==> config.mk <==
export PLATFORM = sky130hd
export DESIGN_NAME = csmtc_mul
export DESIGN_NICKNAME = d
export VERILOG_FILES = /design/src/sv/csmtc_pkg.sv /design/src/sv/csmtc_mul.sv
export SDC_FILE = /design/constraint.sdc
export NUM_CORES = 2
export LEC_CHECK = 0
export BUFFER_PORTS_ARGS = -buffer_cell sky130_fd_sc_hd__clkbuf_2
export CORE_MARGIN = 4
export CORE_UTILIZATION = 55
export CTS_CLUSTER_DIAMETER = 60
export DETAILED_ROUTE_END_ITERATION = 10
export PLACE_DENSITY = 0.74
export SYNTH_ARGS = -nofsm -noshare
export SYNTH_HDL_FRONTEND = slang
export SYNTH_SLANG_ARGS = --single-unit
==> constraint.sdc <==
create_clock -name clk -period 9.61 [get_ports clk]
set_input_delay 0.4805 -clock clk [delete_from_list [all_inputs] [get_ports clk]]
set_output_delay 0.4805 -clock clk [all_outputs]
set_load 0.01 [all_outputs]
==> src/sv/csmtc_pkg.sv <==
// Shared types, constants and fixed-point helpers for the cascade thrust controller.
// Used by every module of the block; depends on nothing.
package csmtc_pkg;

  localparam int NUM_CFG    = 8;
  localparam int CFG_IDX_W  = 3;
  localparam int GAIN_W     = 31;
  localparam int THRUST_W   = 17;

  // register indexes
  localparam logic [CFG_IDX_W-1:0] CFG_SURGE_ROOT    = 3'd0;
  localparam logic [CFG_IDX_W-1:0] CFG_SURGE_LINEAR  = 3'd1;
  localparam logic [CFG_IDX_W-1:0] CFG_SWAY_ROOT     = 3'd2;
  localparam logic [CFG_IDX_W-1:0] CFG_SWAY_LINEAR   = 3'd3;
  localparam logic [CFG_IDX_W-1:0] CFG_TURN_ROOT     = 3'd4;
  localparam logic [CFG_IDX_W-1:0] CFG_TURN_LINEAR   = 3'd5;
  localparam logic [CFG_IDX_W-1:0] CFG_HEADING_PROP  = 3'd6;
  localparam logic [CFG_IDX_W-1:0] CFG_HEADING_DERIV = 3'd7;

  localparam int RST_ROOT_GAIN   = 6554;
  localparam int RST_LINEAR_GAIN = 66;
  localparam int RST_PROP_GAIN   = 262;
  localparam int RST_DERIV_GAIN  = 393;

  localparam int LAMBDA_SURGE     = 66;
  localparam int LAMBDA_SWAY      = 66;
  localparam int LAMBDA_TURN      = 66;
  localparam int HEADING_INT_GAIN = 0;
  localparam int MAX_THRUST       = 32768;

  localparam int Q_DEADBAND   = 328;
  localparam int Q_TENTH      = 6554;
  localparam int Q_ONE_HALF_3 = 98304;
  localparam int Q_RATE_LIMIT = 16384;
  localparam int Q_STEP       = 1311;
  localparam int Q_PI         = 205887;
  localparam int Q_TWO_PI     = 411775;
  localparam int Q_AUX_UV     = -163840;
  localparam int Q_AUX_SR     = -6554;
  localparam int Q_HALF_COS   = 23170;
  localparam int Q_INV_4D     = 210051;

  typedef logic signed [32:0] mop_t;
  typedef logic signed [65:0] prod_t;
  typedef logic signed [39:0] alloc_t;

  typedef struct packed {
    mop_t a;
    mop_t b;
  } mul_req_t;

  typedef struct packed {
    logic        start;
    logic [63:0] radicand;
  } sqrt_req_t;

  typedef struct packed {
    logic        start;
    logic [55:0] num;
    logic [39:0] den;
  } div_req_t;

  function automatic logic signed [31:0] sat32(input prod_t x);
    if (x > 66'sd2147483647) return 32'sh7fffffff;
    if (x < -66'sd2147483648) return 32'sh80000000;
    return x[31:0];
  endfunction

  // round to nearest, ties up, then drop 16 fraction bits
  function automatic prod_t rnd16(input prod_t p);
    return (p + 66'sd32768) >>> 16;
  endfunction

  function automatic prod_t rnd17(input prod_t p);
    return (p + 66'sd65536) >>> 17;
  endfunction

  function automatic logic signed [31:0] qm(input prod_t p);
    return sat32(rnd16(p));
  endfunction

endpackage

==> src/sv/csmtc_mul.sv <==
// Shared 33x33 signed multiplier with a registered product.
// Depends on csmtc_pkg.
module csmtc_mul (
  input  logic                clk,
  input  csmtc_pkg::mul_req_t req,
  output csmtc_pkg::prod_t    p
);

  always_ff @(posedge clk) begin
    p <= 66'(req.a) * 66'(req.b);
  end

endmodule

==> impl_metrics.json <==
{
  "status": "finished clean",
  "path_class": "in -> reg",
  "dpl.hpwl_mm": 88.8,
  "endpoint_kind": "flip-flop",
  "syn-num-nets": 5767,
  "min_period_over_period": 0.874,
  "cts_resized": 0,
  "fin_hold_ws_ns": 0.762,
  "die_y_um": 280,
  "io_pins": 133,
  "synthCells": 4338,
  "fill_cells": 6358,
  "top_register": "p",
  "overflow": 0,
  "antenna_found_initial": 3,
  "synth_edf_count": 0,
  "ant_nets": 0,
  "synthTopCellsByCount": "fa_1 (1,145), inv_1 (1,131), and2_1 (562), nand2_1 (551), ha_1 (217)",
  "start_util": 0.556,
  "grt_pass1_vias": 32398,
  "crit_path_max_incr_delay_ns": 1.20,
  "vias": 28915,
  "postCtsHoldBufs": 0,
  "cts_max_level": 3,
  "clock.fmax_mhz": 119,
  "die_w_um": 280,
  "rows": 99,
  "clk_pin_slew_ns": 0.07,
  "netlist.area_leader.share": 0.563,
  "cts.sink_count": 66,
  "cap_violations": 0,
  "period_needed_ns": 8.40,
  "relSlewSlack": 0.300,
  "tns_ns": 0,
  "crit_path_frequent_cell": "fa_1",
  "synth_top_family_by_area": "adder cells",
  "synthAdderAreaFrac": 0.629,
  "drt_iter0_drc": 1754,
  "ys_warn_count": 0,
  "crit_fanout": 33,
  "crit_chain": "clkbuf_2 -> nand2_1 -> inv_1 -> fa_1 -> fa_1 -> inv_1 -> fa_1 -> inv_1 -> fa_1 -> fa_1 -> fa_1 -> fa_1 -> inv_1 -> fa_1 -> inv_1 -> ha_1 -> nand4_1 -> nor3_1 -> o311ai_4 -> nand3_2 -> a211oi_1 -> a311oi_1",
  "synth_flop_cell": "dfxtp_1",
  "syn2layout_area_growth_pct": 3.77,
  "cts_buffers": 9,
  "via_per_inst": 5.50,
  "synthArstFlopShare": 0,
  "synth-simple-area-share": 0.158,
  "synth_compound_area_frac": 0.0407,
  "drive_above_1_share": 0.0505,
  "drc_errors": 0,
  "post-synth-top-area-cell": "fa_1",
  "yosysMostFrequentCell": "fa_1",
  "synthMuxAreaShare": 0,
  "finalSetupViolations": 0,
  "hold_viol_final": 0,
  "cp_slowest_cell": "fa_1",
  "hp-class": "in -> reg",
  "nets": 5722,
  "drt_wl_total_mm": 105,
  "synth_area_um2": 40700,
  "grt_pass1_wl_mm": 173,
  "rsz0062_at_grt": "no",
  "worst_pin_slew_ns": 1.05,
  "cts_tree": "done",
  "synth.distinct_cells": 80,
  "avgSynthCellArea_um2": 9.39,
  "top_regs": "p: 66 flops",
  "grt_use_total": 0.284,
  "synthXorXnorAreaFrac": 0.0146,
  "io_buffer_count": 132,
  "core_area_um2": 73200,
  "largest_reg_flops": 66,
  "clk_path_buf_depth": 2,
  "cts_root_buf": "clkbuf_16",
  "grt_max_degree": 34,
  "cp.required_ns": 9.89,
  "worstHoldStart": "req[0]",
  "slew_viol_final": 0,
  "ys_ff_latch": 66,
  "start_kind": "primary input",
  "hold_end": "p[0]",
  "die_area_um2": 78500,
  "firstDrtPassIters": 5,
  "crit_arrival_ns": 8.68,
  "synthTopCellsByArea": "fa_1 (56%), inv_1 (10%), and2_1 (8.6%), ha_1 (6.7%), nand2_1 (5.1%)",
  "ys_seq_area_frac": 0.0324,
  "postCtsSetupBuffers": 0,
  "hold_path_depth": 2,
  "wire_per_inst_um": 20.0,
  "gp_congestion": 0.922
}
==> routing by layer <==
layer / vias up / track usage / routed length, um
met5: - / 0 / 12
met4: 2 / 0.141 / 6020
met3: 317 / 0.0416 / 6540
met2: 1113 / 0.492 / 54200
met1: 15250 / 0.351 / 38500
li1: 12233 / - / -
==> worst max-delay path, delay by kind of cell <==
family / cells / cell delay [ns]
AO/OA/AOI/OAI: 3 / 0.64
adder cells (fa/ha/maj): 9 / 5.22
buffers and inverters: 6 / 1.03
AND/OR/NAND/NOR: 4 / 1.28
==> cell type report <==
cell class                      instances  area [um2]  share of cell area
Sequential cell                        66        1320              0.0313
Tap cell                              959        1200              0.0284
Timing Repair Buffer                  165         908              0.0215
Multi-Input combinational cell       2920       34300               0.812
Inverter                             1131        4250               0.100
Clock buffer                           10         229             0.00542
Antenna cell                            3        7.51            0.000178
Clock inverter                          6        42.5             0.00101
==> kinds of logic (layout without fill, tap and decap cells) <==
kind of cell,Yosys count,after routing
compound gates,219,219
xor+xnor,68,68
fa+ha+maj,1362,1362
buf+inv,1352,1312
flops,66,66
other cells,0,3
simple gates,1271,1271
==> through the flow <==
stage	utilization	instance area [um2]	setup slack, ns	std cells
2_1_floorplan	-	40700	1.89	4338
3_3_place_gp	0.574	42000	1.05	5241
3_5_place_dp	0.574	42000	0.947	5241
4_1_cts	0.577	42300	1.27	5257
5_1_grt	0.577	42300	0.885	5259
6_report	0.577	42300	1.21	5260
==> how the worst max path moves through the flow <==
stage            start    end  slack, ns  depth (start not counted)
2_1_floorplan  req[65]  p[62]       1.89                         23
3_3_place_gp   req[65]  p[64]       1.05                         22
3_5_place_dp   req[65]  p[64]       0.95                         22
4_1_cts        req[65]  p[64]       1.27                         22
5_1_grt        req[65]  p[64]       0.88                         22
6_report       req[65]  p[64]       1.21                         22
==> cells in the final DEF, fill, tap and decap left out, types with 4 or more instances in the layout <==
master,synthesis,layout
a31oi_1,8,8
nand2_1,551,551
nand2b_1,12,12
nand3_1,25,25
xnor2_1,43,43
nand4_1,11,11
o21ai_0,25,25
dfxtp_1,66,66
and4_1,5,5
clkbuf_2,0,132
nor3_1,7,7
buf_4,0,33
o21bai_1,11,11
and3_1,5,5
clkbuf_16,0,9
fa_1,1145,1145
inv_1,1131,1131
nor2_1,68,68
xor2_1,25,25
a21oi_1,57,57
nor2b_1,5,5
ha_1,217,217
and2_1,562,562
a21o_1,36,36
a211oi_1,7,7
o21a_1,6,6
o21ai_1,6,6
o211ai_1,4,4
a211o_1,6,6
Power is not shown: default switching activity piles up to over one toggle a cycle in this logic, so the estimate is an artifact.
