--- src/sv/csmtc_pkg.sv ---
// Shared types, constants and fixed-point helpers for the cascade thrust controller.
// Used by every module of the block; depends on nothing.
package csmtc_pkg;

  localparam int NUM_CFG    = 8;
  localparam int CFG_IDX_W  = 3;
  localparam int GAIN_W     = 31;
  localparam int THRUST_W   = 17;

  // register indexes
  localparam logic [CFG_IDX_W-1:0] CFG_SURGE_ROOT    = 3'd0;
  localparam logic [CFG_IDX_W-1:0] CFG_SURGE_LINEAR  = 3'd1;
  localparam logic [CFG_IDX_W-1:0] CFG_SWAY_ROOT     = 3'd2;
  localparam logic [CFG_IDX_W-1:0] CFG_SWAY_LINEAR   = 3'd3;
  localparam logic [CFG_IDX_W-1:0] CFG_TURN_ROOT     = 3'd4;
  localparam logic [CFG_IDX_W-1:0] CFG_TURN_LINEAR   = 3'd5;
  localparam logic [CFG_IDX_W-1:0] CFG_HEADING_PROP  = 3'd6;
  localparam logic [CFG_IDX_W-1:0] CFG_HEADING_DERIV = 3'd7;

  localparam int RST_ROOT_GAIN   = 6554;
  localparam int RST_LINEAR_GAIN = 66;
  localparam int RST_PROP_GAIN   = 262;
  localparam int RST_DERIV_GAIN  = 393;

  localparam int LAMBDA_SURGE     = 66;
  localparam int LAMBDA_SWAY      = 66;
  localparam int LAMBDA_TURN      = 66;
  localparam int HEADING_INT_GAIN = 0;
  localparam int MAX_THRUST       = 32768;

  localparam int Q_DEADBAND   = 328;
  localparam int Q_TENTH      = 6554;
  localparam int Q_ONE_HALF_3 = 98304;
  localparam int Q_RATE_LIMIT = 16384;
  localparam int Q_STEP       = 1311;
  localparam int Q_PI         = 205887;
  localparam int Q_TWO_PI     = 411775;
  localparam int Q_AUX_UV     = -163840;
  localparam int Q_AUX_SR     = -6554;
  localparam int Q_HALF_COS   = 23170;
  localparam int Q_INV_4D     = 210051;

  typedef logic signed [32:0] mop_t;
  typedef logic signed [65:0] prod_t;
  typedef logic signed [39:0] alloc_t;

  typedef struct packed {
    mop_t a;
    mop_t b;
  } mul_req_t;

  typedef struct packed {
    logic        start;
    logic [63:0] radicand;
  } sqrt_req_t;

  typedef struct packed {
    logic        start;
    logic [55:0] num;
    logic [39:0] den;
  } div_req_t;

  function automatic logic signed [31:0] sat32(input prod_t x);
    if (x > 66'sd2147483647) return 32'sh7fffffff;
    if (x < -66'sd2147483648) return 32'sh80000000;
    return x[31:0];
  endfunction

  // round to nearest, ties up, then drop 16 fraction bits
  function automatic prod_t rnd16(input prod_t p);
    return (p + 66'sd32768) >>> 16;
  endfunction

  function automatic prod_t rnd17(input prod_t p);
    return (p + 66'sd65536) >>> 17;
  endfunction

  function automatic logic signed [31:0] qm(input prod_t p);
    return sat32(rnd16(p));
  endfunction

endpackage

--- src/sv/csmtc_div.sv ---
// Restoring divider, 17 quotient bits, one bit a cycle; quotient must stay below 2^17.
// Depends on csmtc_pkg.
module csmtc_div (
  input  logic                clk,
  input  logic                rst,
  input  csmtc_pkg::div_req_t req,
  output logic                done,
  output logic [16:0]         quo
);

  logic [55:0] rem;
  logic [56:0] dsh;
  logic [4:0]  cnt;
  logic        busy;
  logic [57:0] diff;

  assign diff = {2'b00, rem} - {1'b0, dsh};

  always_ff @(posedge clk) begin
    if (rst) begin
      busy <= 1'b0;
      done <= 1'b0;
      cnt  <= '0;
    end else begin
      done <= 1'b0;
      if (req.start) begin
        busy <= 1'b1;
        cnt  <= '0;
        rem  <= req.num;
        dsh  <= {1'b0, req.den, 16'b0};
        quo  <= '0;
      end else if (busy) begin
        if (!diff[57]) begin
          rem <= diff[55:0];
        end
        quo <= {quo[15:0], ~diff[57]};
        dsh <= dsh >> 1;
        cnt <= cnt + 5'd1;
        if (cnt == 5'd16) begin
          busy <= 1'b0;
          done <= 1'b1;
        end
      end
    end
  end

endmodule

--- config.mk ---
export PLATFORM = sky130hd
export DESIGN_NAME = csmtc_div
export DESIGN_NICKNAME = d
export VERILOG_FILES = /design/src/sv/csmtc_pkg.sv /design/src/sv/csmtc_div.sv
export SDC_FILE = /design/constraint.sdc
export NUM_CORES = 1
export LEC_CHECK = 0
export ABC_AREA = 1
export BUFFER_PORTS_ARGS = -buffer_cell sky130_fd_sc_hd__buf_2
export CELL_PAD_IN_SITES_DETAIL_PLACEMENT = 1
export CELL_PAD_IN_SITES_GLOBAL_PLACEMENT = 2
export CORE_MARGIN = 2
export CORE_UTILIZATION = 30
export DETAILED_ROUTE_END_ITERATION = 10
export PLACE_DENSITY = 0.76
export SLEW_MARGIN = 5
export SYNTH_ARGS = -nofsm -noshare
export SYNTH_HDL_FRONTEND = slang
export SYNTH_SLANG_ARGS = --single-unit
--- constraint.sdc ---
create_clock -name clk -period 6.6 [get_ports clk]
set_input_delay 0.66 -clock clk [delete_from_list [all_inputs] [get_ports clk]]
set_output_delay 0.66 -clock clk [all_outputs]
set_load 0.005 [all_outputs]
==> reports/qor.yml <==
outcome: "finished clean"
postCtsHoldBufs: 0
whs_ns: 0.4547
gp_congestion: 0.8800
r2r-start: "rem[9]"
path_buf_inv: 2
clk_pin_slew_ns: 0.06
syn_avg_cell_area_sq_um: 6.635
path_cells: "ha_1, nand2_1, nor2_2, nand2_1, nor2_1, nand2_1, nand3b_2, nand3_1, nand3_1, nand2_1, inv_2, buf_4"
placed_cell_area_sq_um: 12150
cts_tree: "done"
core_area_sq_um: 36430
dp_hpwl_microns: 29180
avgRoutedWirePerCell_microns: 15.88
cpLargestDelayFamily: "simple AND/OR/NAND/NOR gates"
setup_tns_ns: 0
worst_pin_slew_ns: 0.8469
period_share_pct: 47.00
drive_gt1_share_pct: 14.47
first_pass_iters: 4
synth_top_area_share_pct: 35.09
routed_wl_microns: 35860
min_path_type: "reg -> reg"
maxSlewViolCount: 0
ys_seq_area_share_pct: 36.36
viasPerCell: 4.469
yosys_warnings: 0
clockBufferDepth: 2
die-area_sq_um: 38350
track_usage_pct: 19.44
drt_iter0_drc: 432
io-pin-count: 117
cp.required_ns: 6.67
max_stage_delay_ns: 0.64
cts-resized-gates: 0
root_buffer: "clkbuf_16"
slew-limit-headroom_pct: 43.54
worstPathArrival_ns: 3.17
drc: 0
die_x_microns: 195.8
ys_types: 36
crit_slowest_cell: "buf_4"
ys_ff_latch: 136
area_growth_pct: 14.94
grt_pass1_wl_microns: 57070
grt_max_degree: 108
power_density_nw_per_um2: 222.1
fin_crit_ns: 3.102
fp.dieH_microns: 195.8
crit_path_end_kind: "register"
start_util_pct: 30.30
antenna_found_initial: 0
antennaDiodeCount: 0
clock_sinks: 136
path_common_cell: "nand2_1"
p_total_mw: 2.819
ys_top_cells_by_area: "edfxtp_1 35%, nand2_1 22%, inv_1 12%, ha_1 6.6%, nand3_1 4.0%"
worstSetupStartpointType: "register"
htreeDepth: 4
finalSetupViolations: 0
total_leakage_power_nw: 6.684
syn-cell-area_sq_um: 11040
final_nets: 1937
final_common_cell: "nand2_1"
hold_path.startpoint: "cnt[4]"
finClkSkew_ns: 0.01417
syn_inst: 1664
synth_top_area_cell: "edfxtp_1"
antenna_left: 0
critPathKind: "reg -> reg"
ir_worst_vdd_mv: 0.1909
grt_pass1_vias: 10303
cp-startpoint: "rem[9]"
final_area_sq_um: 12690
max_freq_mhz: 322.4
maxCapViolCount: 0
insertion_delay_ns: 0.46
rsz0062_at_grt: "false"
vias: 10091
cts_setup_buffers: 0
layout_common_cells: "635 x nand2_1, 364 x inv_1, 129 x edfxtp_1"
std_cell_rows: 70
numCtsBuffers: 17
portBuffers: 116
grt_overflow: 0
syn_nets: 1822
critical_path.max_fanout: 56
hold_viol_final: 0
-- path summary, 6_finish.rpt --
check | end | slack [ns] | cells past startpoint
worst max register to register | rem[26] | 3.50 | 12
worst max-delay path | rem[26] | 3.50 | 12
worst min register to register | cnt[4] | 0.45 | 1
worst min-delay path | cnt[4] | 0.45 | 1
-- state kept, by name, summed over array words and instances (netlist names) --
signal	cells
cnt	5
rem	56
busy	1
dsh	56
done	1
quo	17
-- report_power, final --
group | leakage [nW] | internal, mW | total, mW | switching, mW
clock | 0.254 | 0.509 | 0.903 | 0.394
combinational | 5.14 | 0.273 | 0.867 | 0.593
sequential | 1.29 | 1.03 | 1.05 | 0.0187
-- per-layer routing --
layer  track usage [%]  share of wire (%)  vias to the layer above
met5                 0                  0                        -
met4             5.135                1.6                        0
met3             3.387                3.4                       32
met2             32.00                 46                      120
met1             26.35                 49                     4647
li1                  -                  -                     5292
-- Yosys cell counts --
cell type,instances
nand2_1,635
inv_1,365
edfxtp_1,129
nor2_1,94
nand3_1,89
ha_1,58
o21ai_0,57
a21oi_1,45
nor2_2,30
nand2_2,27
clkbuf_1,15
inv_2,13
nor2_4,12
nand4_1,11
or2_2,9
xnor2_1,9
nand3_2,8
dfxtp_1,7
nor3_1,7
nor3_2,6
o21ai_1,6
xor2_1,6
buf_2,5
or2_1,4
buf_1,3
a21o_1,2
buf_4,2
nand3b_1,2
a31oi_1,1
clkinv_1,1
fa_1,1
nand3b_2,1
nor4_1,1
o211ai_1,1
o21bai_1,1
o21bai_2,1
-- per-stage QoR --
stage	util (%)	worst slack, ns	std cells
2_1_floorplan	-	0.2247	1664
3_3_place_gp	33.36	3.196	2228
3_5_place_dp	33.36	3.104	2228
4_1_cts	34.83	3.464	2258
5_1_grt	34.83	3.264	2258
6_report	34.83	3.498	2258
-- worst register-to-register path: stages, from the launching register on --
cell and delay [ns]:
edfxtp_1 0.38, ha_1 0.41, nand2_1 0.17, nor2_2 0.22, nand2_1 0.11, nor2_1 0.11, nand2_1 0.07, nand3b_2 0.19
nand3_1 0.13, nand3_1 0.13, nand2_1 0.08, inv_2 0.05, buf_4 0.64
-- cells by family after synthesis --
group | count (synthesis) | synth area share [%]
flip-flops | 136 | 36.36
adder cells (fa/ha/maj) | 59 | 6.754
AO/OA/AOI/OAI | 114 | 5.326
XOR/XNOR | 15 | 1.190
AND/OR/NAND/NOR | 936 | 36.51
buffers and inverters | 404 | 13.86
-- final cells by class --
cell class              instances  area [sq um]
repair buffers                121         624.3
inverters                     379          1423
clock inverters                13         110.1
fillers                      4761         23750
multi-input cells            1124          5508
well taps                     468         585.6
flip-flops and latches        136          4014
clock buffers                  17         425.4
(Power assumes the default switching activity.)
