--- src/sv/csmtc_pkg.sv ---
// Shared types, constants and fixed-point helpers for the cascade thrust controller.
// Used by every module of the block; depends on nothing.
package csmtc_pkg;

  localparam int NUM_CFG    = 8;
  localparam int CFG_IDX_W  = 3;
  localparam int GAIN_W     = 31;
  localparam int THRUST_W   = 17;

  // register indexes
  localparam logic [CFG_IDX_W-1:0] CFG_SURGE_ROOT    = 3'd0;
  localparam logic [CFG_IDX_W-1:0] CFG_SURGE_LINEAR  = 3'd1;
  localparam logic [CFG_IDX_W-1:0] CFG_SWAY_ROOT     = 3'd2;
  localparam logic [CFG_IDX_W-1:0] CFG_SWAY_LINEAR   = 3'd3;
  localparam logic [CFG_IDX_W-1:0] CFG_TURN_ROOT     = 3'd4;
  localparam logic [CFG_IDX_W-1:0] CFG_TURN_LINEAR   = 3'd5;
  localparam logic [CFG_IDX_W-1:0] CFG_HEADING_PROP  = 3'd6;
  localparam logic [CFG_IDX_W-1:0] CFG_HEADING_DERIV = 3'd7;

  localparam int RST_ROOT_GAIN   = 6554;
  localparam int RST_LINEAR_GAIN = 66;
  localparam int RST_PROP_GAIN   = 262;
  localparam int RST_DERIV_GAIN  = 393;

  localparam int LAMBDA_SURGE     = 66;
  localparam int LAMBDA_SWAY      = 66;
  localparam int LAMBDA_TURN      = 66;
  localparam int HEADING_INT_GAIN = 0;
  localparam int MAX_THRUST       = 32768;

  localparam int Q_DEADBAND   = 328;
  localparam int Q_TENTH      = 6554;
  localparam int Q_ONE_HALF_3 = 98304;
  localparam int Q_RATE_LIMIT = 16384;
  localparam int Q_STEP       = 1311;
  localparam int Q_PI         = 205887;
  localparam int Q_TWO_PI     = 411775;
  localparam int Q_AUX_UV     = -163840;
  localparam int Q_AUX_SR     = -6554;
  localparam int Q_HALF_COS   = 23170;
  localparam int Q_INV_4D     = 210051;

  typedef logic signed [32:0] mop_t;
  typedef logic signed [65:0] prod_t;
  typedef logic signed [39:0] alloc_t;

  typedef struct packed {
    mop_t a;
    mop_t b;
  } mul_req_t;

  typedef struct packed {
    logic        start;
    logic [63:0] radicand;
  } sqrt_req_t;

  typedef struct packed {
    logic        start;
    logic [55:0] num;
    logic [39:0] den;
  } div_req_t;

  function automatic logic signed [31:0] sat32(input prod_t x);
    if (x > 66'sd2147483647) return 32'sh7fffffff;
    if (x < -66'sd2147483648) return 32'sh80000000;
    return x[31:0];
  endfunction

  // round to nearest, ties up, then drop 16 fraction bits
  function automatic prod_t rnd16(input prod_t p);
    return (p + 66'sd32768) >>> 16;
  endfunction

  function automatic prod_t rnd17(input prod_t p);
    return (p + 66'sd65536) >>> 17;
  endfunction

  function automatic logic signed [31:0] qm(input prod_t p);
    return sat32(rnd16(p));
  endfunction

endpackage

--- src/sv/csmtc_sqrt.sv ---
// Iterative floor square root of a 64-bit value, one result bit a cycle.
// Depends on csmtc_pkg.
module csmtc_sqrt (
  input  logic                 clk,
  input  logic                 rst,
  input  csmtc_pkg::sqrt_req_t req,
  output logic                 done,
  output logic [31:0]          root
);

  logic [63:0] x;
  logic [63:0] res;
  logic [63:0] bitv;
  logic [4:0]  cnt;
  logic        busy;
  logic [63:0] trial;

  assign trial = res + bitv;
  assign root  = res[31:0];

  always_ff @(posedge clk) begin
    if (rst) begin
      busy <= 1'b0;
      done <= 1'b0;
      cnt  <= '0;
    end else begin
      done <= 1'b0;
      if (req.start) begin
        busy <= 1'b1;
        cnt  <= '0;
        x    <= req.radicand;
        res  <= '0;
        bitv <= 64'h4000_0000_0000_0000;
      end else if (busy) begin
        if (x >= trial) begin
          x   <= x - trial;
          res <= (res >> 1) + bitv;
        end else begin
          res <= res >> 1;
        end
        bitv <= bitv >> 2;
        cnt  <= cnt + 5'd1;
        if (cnt == 5'd31) begin
          busy <= 1'b0;
          done <= 1'b1;
        end
      end
    end
  end

endmodule

--- config.mk ---
export PLATFORM = sky130hd
export DESIGN_NAME = csmtc_sqrt
export DESIGN_NICKNAME = d
export VERILOG_FILES = /design/src/sv/csmtc_pkg.sv /design/src/sv/csmtc_sqrt.sv
export SDC_FILE = /design/constraint.sdc
export NUM_CORES = 1
export LEC_CHECK = 0
export ABC_AREA = 1
export BUFFER_PORTS_ARGS = -buffer_cell sky130_fd_sc_hd__clkbuf_2
export CORE_UTILIZATION = 40
export DETAILED_ROUTE_END_ITERATION = 7
export PLACE_DENSITY_LB_ADDON = 0.08
export SLEW_MARGIN = 15
export SYNTH_ARGS = -nofsm -noshare
export SYNTH_HDL_FRONTEND = slang
export SYNTH_SLANG_ARGS = --single-unit
--- constraint.sdc ---
create_clock -name clk -period 20.5 [get_ports clk]
set_clock_uncertainty 0.2 [all_clocks]
set_input_delay 4.1 -clock clk [delete_from_list [all_inputs] [get_ports clk]]
set_output_delay 4.1 -clock clk [all_outputs]
set_load 0.005 [all_outputs]
==> results of run 1 <==
[path summary, 6_finish.rpt]
path | startpoint | end | slack (ps) | cells after the start
min | cnt[4]$_SDFFE_PP0P_ | cnt[4]$_SDFFE_PP0P_ | 290 | 2
max reg2reg | res[24]$_SDFFCE_PP0P_ | x[57]$_DFFE_PP_ | 14480 | 20
max | req[64] | x[57]$_DFFE_PP_ | 13880 | 6
min reg2reg | cnt[4]$_SDFFE_PP0P_ | cnt[4]$_SDFFE_PP0P_ | 290 | 2
[synthesized netlist by cell type (all sizes together) (12+ instances only)]
master	instances	area, sq um
nand2	1452	5500
inv	568	2130
nor2	347	1320
nand3	214	1070
edfxtp	160	4800
a21oi	147	754
o21ai	137	686
ha	132	1650
xnor2	58	508
buf	49	364
xor2	45	394
nor3	41	215
nand3b	29	218
clkbuf	27	101
nand4	27	169
o21bai	20	150
nor4	12	75.1
[state kept, by name, indices dropped and copies added, names as in the netlist]
signal	flops
cnt	5
busy	1
res	64
done	1
x	64
bitv	32
[metal layers]
layer  track usage  vias up  part of all wire
li1              -    11100                 -
met1         0.373     9955              0.44
met2         0.507      566              0.48
met3        0.0318      129             0.040
met4         0.132        0             0.042
met5             0        -                 0
[power by group]
part           leakage, nW  total (W)  internal (W)  switching (W)
sequential            1.60   0.000498      0.000437      0.0000602
clock                0.280   0.000340      0.000172       0.000168
combinational         9.62   0.000943      0.000310       0.000633
total                 11.5    0.00178      0.000919       0.000862
[final cells by class]
type | instances | area, sq um | area share
Sequential cell | 167 | 4940 | 0.224
Multi-Input combinational cell | 2705 | 13000 | 0.591
Inverter | 570 | 2140 | 0.0969
Tap cell | 672 | 841 | 0.0381
Timing Repair Buffer | 105 | 543 | 0.0246
Clock buffer | 20 | 437 | 0.0198
Clock inverter | 12 | 134 | 0.00607
[cells by family after synthesis]
group	Yosys count	share of synthesized area
AOI/OAI and AO/OA	322	0.0837
xor gates and xnor gates	103	0.0439
adders and majority gates	133	0.0813
buffers and inverters	646	0.127
DFF	167	0.240
and+or+nand+nor	2147	0.424
[worst max-delay path: stages]
cell and delay (ps):
buf_4 390, inv_2 110, a21oi_4 750, o21ai_0 260, inv_2 90, buf_4 750
[per-stage QoR]
step           hold WS (ps)  total power [W]
2_1_floorplan           242          0.00117
6_report                285          0.00178
3_5_place_dp            266          0.00144
3_3_place_gp            257          0.00143
5_1_grt                 309          0.00193
4_1_cts                 280          0.00178
==> run metrics, run 1 <==
most common cell after layout, fill and taps aside=nand2_1; # rows=82; Cell Area, Synth=20600 sq um; Non-Filler Instances=4251; vias post-DR=21800; post-synthesis sequential area ratio=0.240; CTS H-tree depth=4; Clock Sinks=167; nature of the critical path startpoint=input port; Resize count post-CTS=0; GPL Wtd Cong=0.946; max-slew violation count=0; total grt overflow=0; worst-skew pair later-pin latency=510 ps; Fin. Hold Viols=0; DRC Markers=0; Tcrit/Tclk final=0.323; CTS tree=done; Req. time, crit path=20420 ps; flops & latches, synth=167; Iteration-0 DRC Markers=1378; ANT nets after route=0; pwr dens=80.7 nW/um^2; IO Pins=100; Placement Cell Area=21500 sq um; WL/cell=18.0 um; post-DR vias/cell=5.12; Setup TNS=0 ps; Post-synth ARST share=0; core area=50500 sq um; count of buffers from port buffering=99; crit path capture type=flop; Hold-fix buffers, CTS=0; DP HPWL=63.6 mm; Hold/Removal Path Class=reg2reg; most frequent cells in the layout=nand2_1 (1431), inv_1 (561), nor2_1 (342), nand3_1 (214), edfxtp_1 (160); initial core utilization=0.408; Max Clk Rate=151 MHz; Avg Cell Area, Syn=5.85 sq um; Die Width=229 um; setup bufs post-CTS=0; synth-to-layout area growth=7.29%; data arrival time of the worst path=6550 ps; status=complete, no violations; Post-Synthesis Cells=3518; total of warnings raised by yosys=0; Pleak=11.5 nW; Placed Cells=4219; layout cells sized above 1=0.0514; total CTS buffers=17; crit-path max FO=64; initial antenna violation count=0; Total Routing Usage GR=0.296; root buf cell=clkbuf_16; TritonRoute pass-1 iters=6; crit path kind=in2reg; die area=52300 sq um; syn nets=3718; number of synthesized flops with an enable pin=160; Total Wirelength=76.7 mm; vias in the first global route=20800; RSZ-0062 raised after global routing=false; first-pass GRT wire length=117 mm; final worst slack=13880 ps; Worst-path clk slew=70 ps; Synth Flop Type=edfxtp_1; Die H=229 um; Final setup violation count=0; layout net count=3766; Max rail drop VDD=0.0000728 V; # fillers=5595; Place WS=13280 ps; # diodes=0; relative slew slack=0.345; Final min period=6620 ps; worst slew pin tran=982 ps; final instance area=22100 sq um; max-cap viol count=0; library cells used by synthesis=44; largest net degree at the start of global routing=79; Longest Clk Path Bufs=2; Layout Utilization=0.437
(Power assumes the default switching activity.)
==> inputs of run 2 (changes only) <==
==> constraint.sdc (replaced) <==
create_clock -name clk -period 5.8 [get_ports clk]
set_clock_uncertainty 0.2 [all_clocks]
set_input_delay 1.16 -clock clk [delete_from_list [all_inputs] [get_ports clk]]
set_output_delay 1.16 -clock clk [all_outputs]
set_load 0.005 [all_outputs]
==> run metrics, run 2 (same netlist as run 1, synthesis figures left out) <==
Iteration-0 DRC Markers=1467; # rows=82; Total Routing Usage GR=0.304; vias post-DR=22200; Crit. Startpoint=res[22]$_SDFFCE_PP0P_; Die H=229 um; initial core utilization=0.408; WP depth=20; DP HPWL=66.3 mm; total grt overflow=0; initial antenna violation count=0; Req. time, crit path=5810 ps; worst-skew pair later-pin latency=510 ps; # diodes=0; count of buffers from port buffering=99; status=complete, no violations; Tcrit/Tclk final=0.945; setup bufs post-CTS=0; worst-path cell chain=ha_1 -> nand2_1 -> o21ai_0 -> inv_1 -> o21ai_0 -> a21oi_1 -> o21ai_1 -> nand3b_1 -> nand3_1 -> nand2_1 -> ha_1 -> a21oi_1 -> o21ai_0 -> a21oi_1 -> nand2_1 -> a21oi_2 -> nand2_2 -> o21ai_0 -> inv_2 -> buf_12; Worst-path clk slew=80 ps; Resize count post-CTS=0; root buf cell=clkbuf_16; reg2reg path depth=20; core area=50500 sq um; Crit Reg-Reg Startpoint=res[22]$_SDFFCE_PP0P_; most frequent cells in the layout=nand2_1 (1431), inv_1 (561), nor2_1 (342), nand3_1 (214), edfxtp_1 (160); die area=52300 sq um; relative slew slack=0.376; post-DR vias/cell=5.20; crit-path max FO=64; first-pass GRT wire length=120 mm; Longest Clk Path Bufs=2; Fin. Hold Viols=0; slowest CP cell=edfxtp_1; Final setup violation count=0; total power=0.00646 W; worst slew pin tran=936 ps; synth-to-layout area growth=8.38%; Largest delay share family, worst path=compound AO/OA/AOI/OAI gates; Reg-to-Reg End=x[43]$_DFFE_PP_; crit path kind=reg2reg; Setup TNS=0 ps; layout cells sized above 1=0.0562; crit path capture type=flop; RSZ-0062 raised after global routing=false; data arrival time of the worst path=5490 ps; GPL Wtd Cong=1.03; pwr dens=290 nW/um^2; crit path to=x[43]$_DFFE_PP_; Total Wirelength=79.7 mm; Die Width=229 um; Max Clk Rate=182 MHz; nature of the critical path startpoint=flop; Pleak=11.6 nW; CP dominant cell by count=o21ai_0; Crit path largest cell delay=570 ps; TritonRoute pass-1 iters=5; Max rail drop VDD=0.000243 V; most common cell after layout, fill and taps aside=nand2_1; CTS H-tree depth=4; CTS tree=done; max-slew violation count=0; vias in the first global route=21400; Hold/Removal Path Class=reg2reg; IO Pins=100; Final min period=5480 ps; Clock Sinks=167; total CTS buffers=17; WL/cell=18.7 um; biggest regs=res x64, x x64, bitv x32; Hold-fix buffers, CTS=0; Worst R2R Setup Slack=320 ps; DRC Markers=0; max-cap viol count=0; ANT nets after route=0; layout net count=3782; Buf/Inv on CP=3; largest net degree at the start of global routing=98
[run 2: area by class of cell]
cell class	count	area [sq um]
clock buffer	18	429
clock inverter	14	183
fill	5658	28200
inverter	570	2140
multi-input combinational	2705	13000
sequential	167	4940
tap	672	841
timing repair buffer	121	726
[run 2: worst reg2reg max path: cells and delay by family, from the launching register on]
kind                       cells  cell delay [ps]
AOI/OAI and AO/OA              9             2280
adders and majority gates      2              860
and+or+nand+nor                6              790
DFF                            1              570
buffers and inverters          3              400
[run 2: where the power goes]
part | total [W] | switching, W | internal, W
Clock | 0.00127 | 0.000617 | 0.000655
Combinational | 0.00345 | 0.00233 | 0.00113
Sequential | 0.00174 | 0.000194 | 0.00154
Total | 0.00646 | 0.00314 | 0.00333
[run 2: through the flow]
stage | utilization | std cells | worst slack (ps) | area [sq um] | hold WS, ps
final | 0.442 | 4267 | 317 | 22300 | 279
after global routing | 0.442 | 4267 | 26.3 | 22300 | 289
after CTS | 0.442 | 4267 | 485 | 22300 | 278
after detailed placement | 0.430 | 4235 | 495 | 21700 | 266
after global placement | 0.430 | 4235 | 480 | 21700 | 255
after floorplan | - | 3518 | 698 | 20600 | 244
[run 2: how the worst min path moves through the flow]
stage	startpoint	to	depth (start not counted)
2_1_floorplan	cnt[4]$_SDFFE_PP0P_	cnt[4]$_SDFFE_PP0P_	2
3_3_place_gp	cnt[4]$_SDFFE_PP0P_	cnt[4]$_SDFFE_PP0P_	2
3_5_place_dp	cnt[4]$_SDFFE_PP0P_	cnt[4]$_SDFFE_PP0P_	2
4_1_cts	cnt[4]$_SDFFE_PP0P_	cnt[4]$_SDFFE_PP0P_	2
5_1_grt	cnt[4]$_SDFFE_PP0P_	cnt[4]$_SDFFE_PP0P_	2
6_report	cnt[4]$_SDFFE_PP0P_	cnt[4]$_SDFFE_PP0P_	2
[run 2: metal layers]
layer,track usage,share of wire
met5,0,0
met4,0.172,0.054
met3,0.0263,0.036
met2,0.508,0.46
met1,0.387,0.45
